### src/rtl/gcrw_pkg.sv
`timescale 1ns / 1ps
package gcrw_pkg;
    localparam int unsigned FracOne = 65536;
    localparam logic [31:0] StillStep = 32'h0100_0000;

    // Datapath commands from the controller.
    typedef struct packed {
        logic load;      // capture inputs and run the fixed setup
        logic div_start; // start one divide (sel chooses the axis)
        logic div_sel;   // 0: y step, 1: x step
        logic fin_x;     // form the x intercept
        logic fin_y;     // form the y intercept
        logic walk;      // advance one cell
    } dp_cmd_t;

    typedef struct packed {
        logic div_done;
        logic at_end;
    } dp_stat_t;
endpackage

### src/rtl/grid_cell_ray_walk.sv
`timescale 1ns / 1ps
// Order: the first cell word is offered after a segment is accepted, once two serial
// divides and then the two intercept steps (x, then y) have run.
// Throughput: one result word per cycle while m_tready is high; s_tready returns
// in the cycle after the last cell word is taken.
// Reset: aresetn, synchronous and active low, clears the controller and origins.
module grid_cell_ray_walk #(
    parameter int unsigned MAX_STEPS  = 64,
    parameter int unsigned CELL_SHIFT = 23
) (
    input  logic         aclk,
    input  logic         aresetn,
    input  logic         s_tvalid,
    output logic         s_tready,
    input  logic [127:0] s_tdata,   // start_x, start_y, end_x, end_y
    output logic         m_tvalid,
    input  logic         m_tready,
    output logic [23:0]  m_tdata,   // cell_x, cell_y, reached_end, zero fill
    output logic         m_tlast,   // last_cell
    input  logic         cfg_valid,
    output logic         cfg_ready,
    input  logic         cfg_index,
    input  logic [31:0]  cfg_data
);
    logic signed [31:0] origin_x_reg, origin_y_reg;
    gcrw_pkg::dp_cmd_t  cmd;
    gcrw_pkg::dp_stat_t stat;
    logic [8:0] cell_x, cell_y;
    logic reached_end;

    // Origins must only be written while the walker is idle; the block itself does not enforce this.
    assign cfg_ready = 1'b1;
    always_ff @(posedge aclk) begin
        if (!aresetn) begin
            origin_x_reg <= '0;
            origin_y_reg <= '0;
        end else if (cfg_valid) begin
            if (cfg_index) origin_y_reg <= cfg_data;
            else origin_x_reg <= cfg_data;
        end
    end

    gcrw_ctrl #(.MAX_STEPS(MAX_STEPS)) u_ctrl (
        .aclk(aclk), .aresetn(aresetn), .in_fire(s_tvalid && s_tready),
        .in_ready(s_tready), .cmd(cmd), .stat(stat), .out_valid(m_tvalid),
        .out_ready(m_tready), .last_cell(m_tlast), .reached_end(reached_end)
    );

    gcrw_datapath #(.CELL_SHIFT(CELL_SHIFT)) u_dp (
        .aclk(aclk), .aresetn(aresetn), .cmd(cmd), .stat(stat),
        .origin_x(origin_x_reg), .origin_y(origin_y_reg), .in_data(s_tdata),
        .cell_x(cell_x), .cell_y(cell_y)
    );

    assign m_tdata = {5'd0, reached_end, cell_y, cell_x};
endmodule

### src/rtl/gcrw_div.sv
`timescale 1ns / 1ps
// Radix-2 restoring divider: quotient of (|a| << 16) / b, one bit a cycle.
module gcrw_div (
    input  logic        aclk,
    input  logic        aresetn,
    input  logic        start,
    input  logic [47:0] dividend,
    input  logic [31:0] divisor,
    output logic        done,
    output logic [47:0] quotient
);
    logic [47:0] q_reg, q_next;
    logic [32:0] r_reg, r_next;
    logic [5:0]  cnt_reg, cnt_next;
    logic        busy_reg, busy_next, done_reg, done_next;
    logic [32:0] trial;

    always_comb begin
        q_next = q_reg;
        r_next = r_reg;
        cnt_next = cnt_reg;
        busy_next = busy_reg;
        done_next = 1'b0;
        trial = {r_reg[31:0], q_reg[47]} - {1'b0, divisor};
        if (start) begin
            q_next = dividend;
            r_next = '0;
            cnt_next = 6'd47;
            busy_next = 1'b1;
        end else if (busy_reg) begin
            if (!trial[32]) begin
                r_next = trial;
                q_next = {q_reg[46:0], 1'b1};
            end else begin
                r_next = {r_reg[31:0], q_reg[47]};
                q_next = {q_reg[46:0], 1'b0};
            end
            if (cnt_reg == '0) begin
                busy_next = 1'b0;
                done_next = 1'b1;
            end
            cnt_next = cnt_reg - 6'd1;
        end
    end

    always_ff @(posedge aclk) begin
        if (!aresetn) begin
            busy_reg <= 1'b0;
            done_reg <= 1'b0;
            cnt_reg <= '0;
        end else begin
            busy_reg <= busy_next;
            done_reg <= done_next;
            cnt_reg <= cnt_next;
        end
        q_reg <= q_next;
        r_reg <= r_next;
    end

    assign done = done_reg;
    assign quotient = q_reg;
endmodule

### src/rtl/gcrw_datapath.sv
`timescale 1ns / 1ps
module gcrw_datapath #(
    parameter int unsigned CELL_SHIFT = 23
) (
    input  logic                aclk,
    input  logic                aresetn,
    input  gcrw_pkg::dp_cmd_t   cmd,
    output gcrw_pkg::dp_stat_t  stat,
    input  logic signed [31:0]  origin_x,
    input  logic signed [31:0]  origin_y,
    input  logic [127:0]        in_data,
    output logic [8:0]          cell_x,
    output logic [8:0]          cell_y
);
    localparam int unsigned CellW = 32 - CELL_SHIFT;
    // The walk can move up to MAX_STEPS - 1 cells (63 by default) past the start, so the position
    // counters carry headroom beyond the cell index width.
    localparam int unsigned WalkW = CellW + 7;
    localparam int unsigned FracSh = CELL_SHIFT - 16;
    localparam logic [31:0] CMask = (32'd1 << CELL_SHIFT) - 32'd1;

    logic signed [31:0] x1_reg, y1_reg, x2_reg, y2_reg;
    logic signed [31:0] xs_reg, ys_reg, xi_reg, yi_reg;
    logic signed [WalkW-1:0] mx_reg, my_reg;
    logic signed [CellW-1:0] xt2_reg, yt2_reg;
    logic [1:0] mxs_reg, mys_reg; // {move, negative}
    logic [16:0] px_reg, py_reg;

    logic signed [31:0] sx, sy, rx1, ry1, rx2, ry2;
    logic signed [CellW-1:0] xt1, yt1, xt2, yt2;
    logic [15:0] frx, fry;

    always_comb begin
        sx = in_data[31:0];
        sy = in_data[63:32];
        if (((sx - origin_x) & CMask) == '0) sx = sx + 32'sd65536;
        if (((sy - origin_y) & CMask) == '0) sy = sy + 32'sd65536;
        rx1 = sx - origin_x;
        ry1 = sy - origin_y;
        rx2 = $signed(in_data[95:64]) - origin_x;
        ry2 = $signed(in_data[127:96]) - origin_y;
        xt1 = rx1[31:CELL_SHIFT];
        yt1 = ry1[31:CELL_SHIFT];
        xt2 = rx2[31:CELL_SHIFT];
        yt2 = ry2[31:CELL_SHIFT];
        frx = rx1[FracSh+15:FracSh];
        fry = ry1[FracSh+15:FracSh];
    end

    // Divide: other-axis delta over |own-axis delta|, saturating.
    logic signed [31:0] num, den_s;
    logic [31:0] den, anum;
    logic [47:0] q;
    logic div_done, sat_reg, neg_reg;
    logic [31:0] step_res;

    always_comb begin
        num = cmd.div_sel ? (x2_reg - x1_reg) : (y2_reg - y1_reg);
        den_s = cmd.div_sel ? (y2_reg - y1_reg) : (x2_reg - x1_reg);
        den = den_s[31] ? 32'(-den_s) : 32'(den_s);
        anum = num[31] ? 32'(-num) : 32'(num);
    end

    logic sel_reg;
    always_ff @(posedge aclk) begin
        if (cmd.div_start) begin
            sat_reg <= ({14'd0, anum[31:14]} >= den);
            neg_reg <= num[31];
            sel_reg <= cmd.div_sel;
        end
    end

    gcrw_div u_div (
        .aclk(aclk), .aresetn(aresetn), .start(cmd.div_start),
        .dividend({anum, 16'd0}), .divisor(den), .done(div_done), .quotient(q)
    );

    always_comb begin
        if (sat_reg) step_res = neg_reg ? 32'h8000_0000 : 32'h7FFF_FFFF;
        else step_res = neg_reg ? 32'(-q[31:0]) : q[31:0];
    end

    // Intercept = (start >> FracSh) + ((partial * step) >> 16).
    logic signed [31:0] fin_step, fin_base;
    logic [16:0] fin_part;
    logic signed [49:0] prod;
    always_comb begin
        fin_step = cmd.fin_x ? xs_reg : ys_reg;
        fin_part = cmd.fin_x ? py_reg : px_reg;
        fin_base = cmd.fin_x ? (x1_reg >>> FracSh) : (y1_reg >>> FracSh);
        prod = $signed({1'b0, fin_part}) * fin_step;
    end

    logic ya, xa;
    always_comb begin
        xa = (32'($signed(xi_reg[31:16])) == 32'(mx_reg));
        ya = (32'($signed(yi_reg[31:16])) == 32'(my_reg));
    end

    always_ff @(posedge aclk) begin
        if (cmd.load) begin
            x1_reg <= rx1; y1_reg <= ry1; x2_reg <= rx2; y2_reg <= ry2;
            mx_reg <= WalkW'(xt1); my_reg <= WalkW'(yt1);
            xt2_reg <= xt2; yt2_reg <= yt2;
            if (xt2 > xt1) begin
                mxs_reg <= 2'b10; px_reg <= 17'(gcrw_pkg::FracOne) - {1'b0, frx};
            end else if (xt2 < xt1) begin
                mxs_reg <= 2'b11; px_reg <= {1'b0, frx};
            end else begin
                mxs_reg <= 2'b00; px_reg <= 17'(gcrw_pkg::FracOne);
            end
            if (yt2 > yt1) begin
                mys_reg <= 2'b10; py_reg <= 17'(gcrw_pkg::FracOne) - {1'b0, fry};
            end else if (yt2 < yt1) begin
                mys_reg <= 2'b11; py_reg <= {1'b0, fry};
            end else begin
                mys_reg <= 2'b00; py_reg <= 17'(gcrw_pkg::FracOne);
            end
            xs_reg <= gcrw_pkg::StillStep;
            ys_reg <= gcrw_pkg::StillStep;
        end
        if (div_done) begin
            if (sel_reg) begin
                if (mys_reg[1]) xs_reg <= step_res;
            end else begin
                if (mxs_reg[1]) ys_reg <= step_res;
            end
        end
        if (cmd.fin_x) xi_reg <= fin_base + prod[47:16];
        if (cmd.fin_y) yi_reg <= fin_base + prod[47:16];
        if (cmd.walk) begin
            if (ya) begin
                yi_reg <= yi_reg + ys_reg;
                if (mxs_reg[1]) begin
                    mx_reg <= mxs_reg[0] ? mx_reg - WalkW'(1) : mx_reg + WalkW'(1);
                end
            end else if (xa) begin
                xi_reg <= xi_reg + xs_reg;
                if (mys_reg[1]) begin
                    my_reg <= mys_reg[0] ? my_reg - WalkW'(1) : my_reg + WalkW'(1);
                end
            end
        end
    end

    assign stat.div_done = div_done;
    assign stat.at_end = (32'(mx_reg) == 32'(xt2_reg)) && (32'(my_reg) == 32'(yt2_reg));
    assign cell_x = 9'(mx_reg);
    assign cell_y = 9'(my_reg);
endmodule

### src/rtl/gcrw_ctrl.sv
`timescale 1ns / 1ps
module gcrw_ctrl #(
    parameter int unsigned MAX_STEPS = 64
) (
    input  logic               aclk,
    input  logic               aresetn,
    input  logic               in_fire,
    output logic               in_ready,
    output gcrw_pkg::dp_cmd_t  cmd,
    input  gcrw_pkg::dp_stat_t stat,
    output logic               out_valid,
    input  logic               out_ready,
    output logic               last_cell,
    output logic               reached_end
);
    typedef enum logic [2:0] {
        S_IDLE, S_DIVY, S_DIVX, S_FIN, S_EMIT
    } state_t;

    localparam int unsigned CntW = $clog2(MAX_STEPS + 1);

    state_t state_reg;
    logic [CntW-1:0] n_reg;
    logic started_reg;
    logic last_now;

    assign last_now = stat.at_end || (n_reg == CntW'(MAX_STEPS - 1));

    // fin_x and fin_y share one multiplier: fin_x first, then fin_y.
    always_comb begin
        cmd = '0;
        cmd.load = in_fire;
        cmd.div_start = (state_reg == S_DIVY || state_reg == S_DIVX) && !started_reg;
        cmd.div_sel = (state_reg == S_DIVX);
        cmd.fin_x = (state_reg == S_FIN) && !started_reg;
        cmd.fin_y = (state_reg == S_FIN) && started_reg;
        cmd.walk = (state_reg == S_EMIT) && out_ready && !last_now;
    end

    assign in_ready = (state_reg == S_IDLE);
    assign out_valid = (state_reg == S_EMIT);
    assign last_cell = last_now;
    assign reached_end = stat.at_end;

    always_ff @(posedge aclk) begin
        if (!aresetn) begin
            state_reg <= S_IDLE;
            n_reg <= '0;
            started_reg <= 1'b0;
        end else begin
            case (state_reg)
                S_IDLE: begin
                    started_reg <= 1'b0;
                    n_reg <= '0;
                    if (in_fire) state_reg <= S_DIVY;
                end
                S_DIVY, S_DIVX: begin
                    started_reg <= 1'b1;
                    if (stat.div_done) begin
                        started_reg <= 1'b0;
                        state_reg <= (state_reg == S_DIVY) ? S_DIVX : S_FIN;
                    end
                end
                S_FIN: begin
                    started_reg <= 1'b1;
                    if (started_reg) begin
                        started_reg <= 1'b0;
                        state_reg <= S_EMIT;
                    end
                end
                S_EMIT: begin
                    if (out_ready) begin
                        n_reg <= n_reg + CntW'(1);
                        if (last_now) state_reg <= S_IDLE;
                    end
                end
                default: state_reg <= S_IDLE;
            endcase
        end
    end
endmodule

### config.mk
export PLATFORM = sky130hd
export DESIGN_NAME = grid_cell_ray_walk
export DESIGN_NICKNAME = d
export VERILOG_FILES = /design/src/rtl/gcrw_pkg.sv /design/src/rtl/grid_cell_ray_walk.sv /design/src/rtl/gcrw_div.sv /design/src/rtl/gcrw_datapath.sv /design/src/rtl/gcrw_ctrl.sv
export SDC_FILE = /design/constraint.sdc
export NUM_CORES = 2
export LEC_CHECK = 0
export ABC_AREA = 1
export BUFFER_PORTS_ARGS = -buffer_cell sky130_fd_sc_hd__clkbuf_2
export CORE_ASPECT_RATIO = 0.8
export CORE_UTILIZATION = 37
export CTS_CLUSTER_SIZE = 40
export DETAILED_ROUTE_END_ITERATION = 8
export GPL_TIMING_DRIVEN = 1
export PLACE_DENSITY_LB_ADDON = 0.3
export SETUP_SLACK_MARGIN = 0.4
export SYNTH_ARGS = -nofsm -noshare
export SYNTH_HDL_FRONTEND = slang
export SYNTH_SLANG_ARGS = --single-unit
### constraint.sdc
create_clock -name aclk -period 15.62 [get_ports aclk]
set_input_delay 1.562 -clock aclk [delete_from_list [all_inputs] [get_ports aclk]]
set_output_delay 1.562 -clock aclk [all_outputs]
set_load 0.05 [all_outputs]
==> impl_metrics.py <==
metrics = {
    "status": {
        "status": "completed",
    },
    "yosys": {
        "ys_types": 78,
        "synthFlopType": "dfxtp_1",
        "syn_avg_cell_area_um2": 7.04,
        "synthMuxAreaShare_pct": 0.0317,
        "synth_compound_area_share_pct": 13.4,
        "synthAdderAreaFrac_pct": 26.5,
        "yosys.area_share.xor_xnor_pct": 5.83,
        "ys_seq_elements": 492,
        "synth_cells": 8981,
        "synth_top_family_by_area": "adder cells",
        "ys_async_sr_fraction_pct": 0,
        "syn_area_um2": 63200,
        "synth-simple-area-share_pct": 23.3,
        "yosysWarnings": 0,
        "synth_edf_count": 201,
        "ys_seq_area_share_pct": 18.8,
    },
    "clocking": {
        "cts_inserted_buffers": 54,
        "cts_sinks": 492,
        "post_cts_resized": 0,
        "cts_tree": "built",
        "cts.hold.buffers_added": 0,
        "clk_pin_slew_ns": 0.07,
        "cts_setup_buffers": 0,
        "clockRootBuffer": "clkbuf_16",
        "htreeDepth": 2,
        "cts_buffer_depth": 3,
        "clock_latency_ns": 0.68,
    },
    "route": {
        "dr.pass1.iters": 8,
        "drtIter0Drc": 6367,
        "wl_um": 239000,
        "wl_per_cell_um": 21.0,
        "vias": 60600,
        "remaining_drc_errors": 0,
        "viasPerCell": 5.32,
        "ant_nets": 0,
    },
    "setup_path": {
        "crit_type": "reg -> reg",
        "cp.required_ns": 16.19,
        "path_delay_family": "compound AO/OA/AOI/OAI gates",
        "cp-start-kind": "flop",
        "cp_slowest_stage_delay_ns": 0.77,
        "arrival_ns": 11.70,
        "cp_slowest_cell": "o21ai_0",
        "path_max_fanout": 56,
        "cp_num_buf_inv": 8,
        "cp-end-kind": "flop",
    },
    "timing": {
        "fmax_mhz": 89.9,
        "holdWs_ns": 0.480,
        "worst_pin_slew_ns": 1.29,
        "final_hold_viol_count": 0,
        "clock_skew_ns": 0.0654,
        "rsz0062_at_grt": "no",
        "max-slew-margin-rel_pct": 14.3,
        "setup_viol": 0,
        "period_minus_slack_ns": 11.13,
        "finalSetupTns_ns": 0,
        "post-route-period-util_pct": 71.2,
        "maxSlewViolCount": 0,
    },
    "floorplan": {
        "initial_core_util_pct": 37.3,
        "dieWidth_um": 464,
        "io_pins": 194,
        "core_area_um2": 169000,
        "rows": 135,
        "die_y_um": 372,
        "die_area_um2": 172000,
    },
    "grt": {
        "grt_pass1_wl_um": 357000,
        "overflow": 0,
        "track_usage_pct": 27.2,
        "grt_max_degree": 89,
        "antenna_found_initial": 10,
        "first_global_vias": 57400,
    },
    "run": {
        "drv_cap": 0,
    },
    "layout": {
        "nets": 10300,
        "largest_reg_flops": 48,
        "final_area_um2": 68600,
        "area_growth_pct": 8.54,
        "instances_no_fill": 11400,
        "layout-drive-gt1-share_pct": 5.80,
    },
    "placed_design": {
        "gp_congestion": 1.03,
        "hpwlAfterDp_um": 199000,
        "post_dp_cell_area_um2": 66700,
        "dp_cells": 11300,
        "io_buffers": 187,
    },
    "worst_hold_path": {
        "min_path_type": "reg -> reg",
    },
}
## final cells by class
type,count,area [um^2]
clock buffer,67,1470
tap,2260,2830
fill,17700,101000
multi-input combinational,6489,43800
clock inverter,35,374
timing repair buffer,271,1570
antenna,3,7.51
sequential,492,11900
inverter,1779,6690
## layer usage
| metal | up-vias | global-route usage (%) | wire length, um |
|---|---|---|---|
| met5 | - | 0 | 56 |
| met1 | 29100 | 40.0 | 111000 |
| met3 | 293 | 4.95 | 21600 |
| met2 | 2461 | 40.6 | 99100 |
| met4 | 10 | 6.67 | 6740 |
| li1 | 28800 | - | - |
## tightest hold or removal path, stage by stage, from the launching register on
cell and delay, ns:
dfxtp_1 0.33, nand2_1 0.07, nand2_1 0.04
## cells by family (layout without fill, tap and decap cells)
kind of cell	count (synthesis)	in the layout
AO/OA/AOI/OAI	1538	1538
XOR/XNOR	415	415
adder cells (fa/ha/maj)	1027	1027
buffers and inverters	2004	2152
flip-flops	492	492
multiplexers	2	2
other	2	9
AND/OR/NAND/NOR	3501	3501
## worst paths after layout
path | from | cells past startpoint | endpoint | slack [ns]
max | u_ctrl.state_reg[1] | 41 | u_dp.yi_reg[25] | 4.49
min | u_dp.u_div.r_reg[22] | 2 | u_dp.u_div.r_reg[22] | 0.48
max reg2reg | u_ctrl.state_reg[1] | 41 | u_dp.yi_reg[25] | 4.49
min reg2reg | u_dp.u_div.r_reg[22] | 2 | u_dp.u_div.r_reg[22] | 0.48
## cells in the mapped netlist, drive strengths merged (2+ instances only)
cell type / count / area share [%]
conb: 2 / 0.012
nand4: 106 / 1.1
o21ai: 629 / 5.0
a22oi: 2 / 0.024
a21oi: 609 / 4.9
o21bai: 24 / 0.29
o21a: 20 / 0.24
a31o: 2 / 0.028
a32oi: 2 / 0.028
nand3b: 25 / 0.30
o22ai: 60 / 0.59
o31ai: 12 / 0.15
nor2: 750 / 4.6
xor2: 250 / 3.5
nor4: 44 / 0.46
dfxtp: 291 / 9.2
a22o: 11 / 0.15
a21o: 23 / 0.27
or4: 2 / 0.024
o211ai: 34 / 0.40
fa: 519 / 16
a211o: 2 / 0.028
ha: 508 / 10
a221oi: 8 / 0.11
a211oi: 13 / 0.15
nor3b: 5 / 0.075
edfxtp: 201 / 9.6
nand3: 416 / 3.3
mux2i: 2 / 0.032
and3: 4 / 0.040
a41oi: 3 / 0.042
buf: 58 / 0.56
inv: 1761 / 10
xnor2: 165 / 2.3
a31oi: 32 / 0.33
a2111oi: 2 / 0.028
a21boi: 25 / 0.30
nand2: 1984 / 12
o221ai: 15 / 0.21
o2111ai: 5 / 0.069
or2: 35 / 0.35
clkinv: 18 / 0.11
nor3: 114 / 0.95
and2: 16 / 0.16
clkbuf: 167 / 0.99
## layout by cell type, fill, tap and decap left out, types with 60 or more instances in the layout
master / n
buf_4: 84
ha_1: 508
inv_1: 1749
nand2_1: 1957
fa_1: 519
xor2_1: 245
a21oi_1: 605
edfxtp_1: 201
nor3_1: 108
xnor2_1: 165
dfxtp_1: 291
o21ai_0: 546
clkbuf_2: 187
nor2_1: 714
nand4_1: 102
nand3_1: 411
o22ai_1: 60
## per-stage QoR
step	worst slack (ns)	utilization, %
CTS	4.74	40.5
global route	3.86	40.5
finish	4.49	40.5
floorplan	6.80	-
global placement	4.17	39.4
detailed placement	4.75	39.4
Power is left out: the tool's default activity adds up to more than one toggle a clock period on the data nets, which glitch-free logic cannot reach.
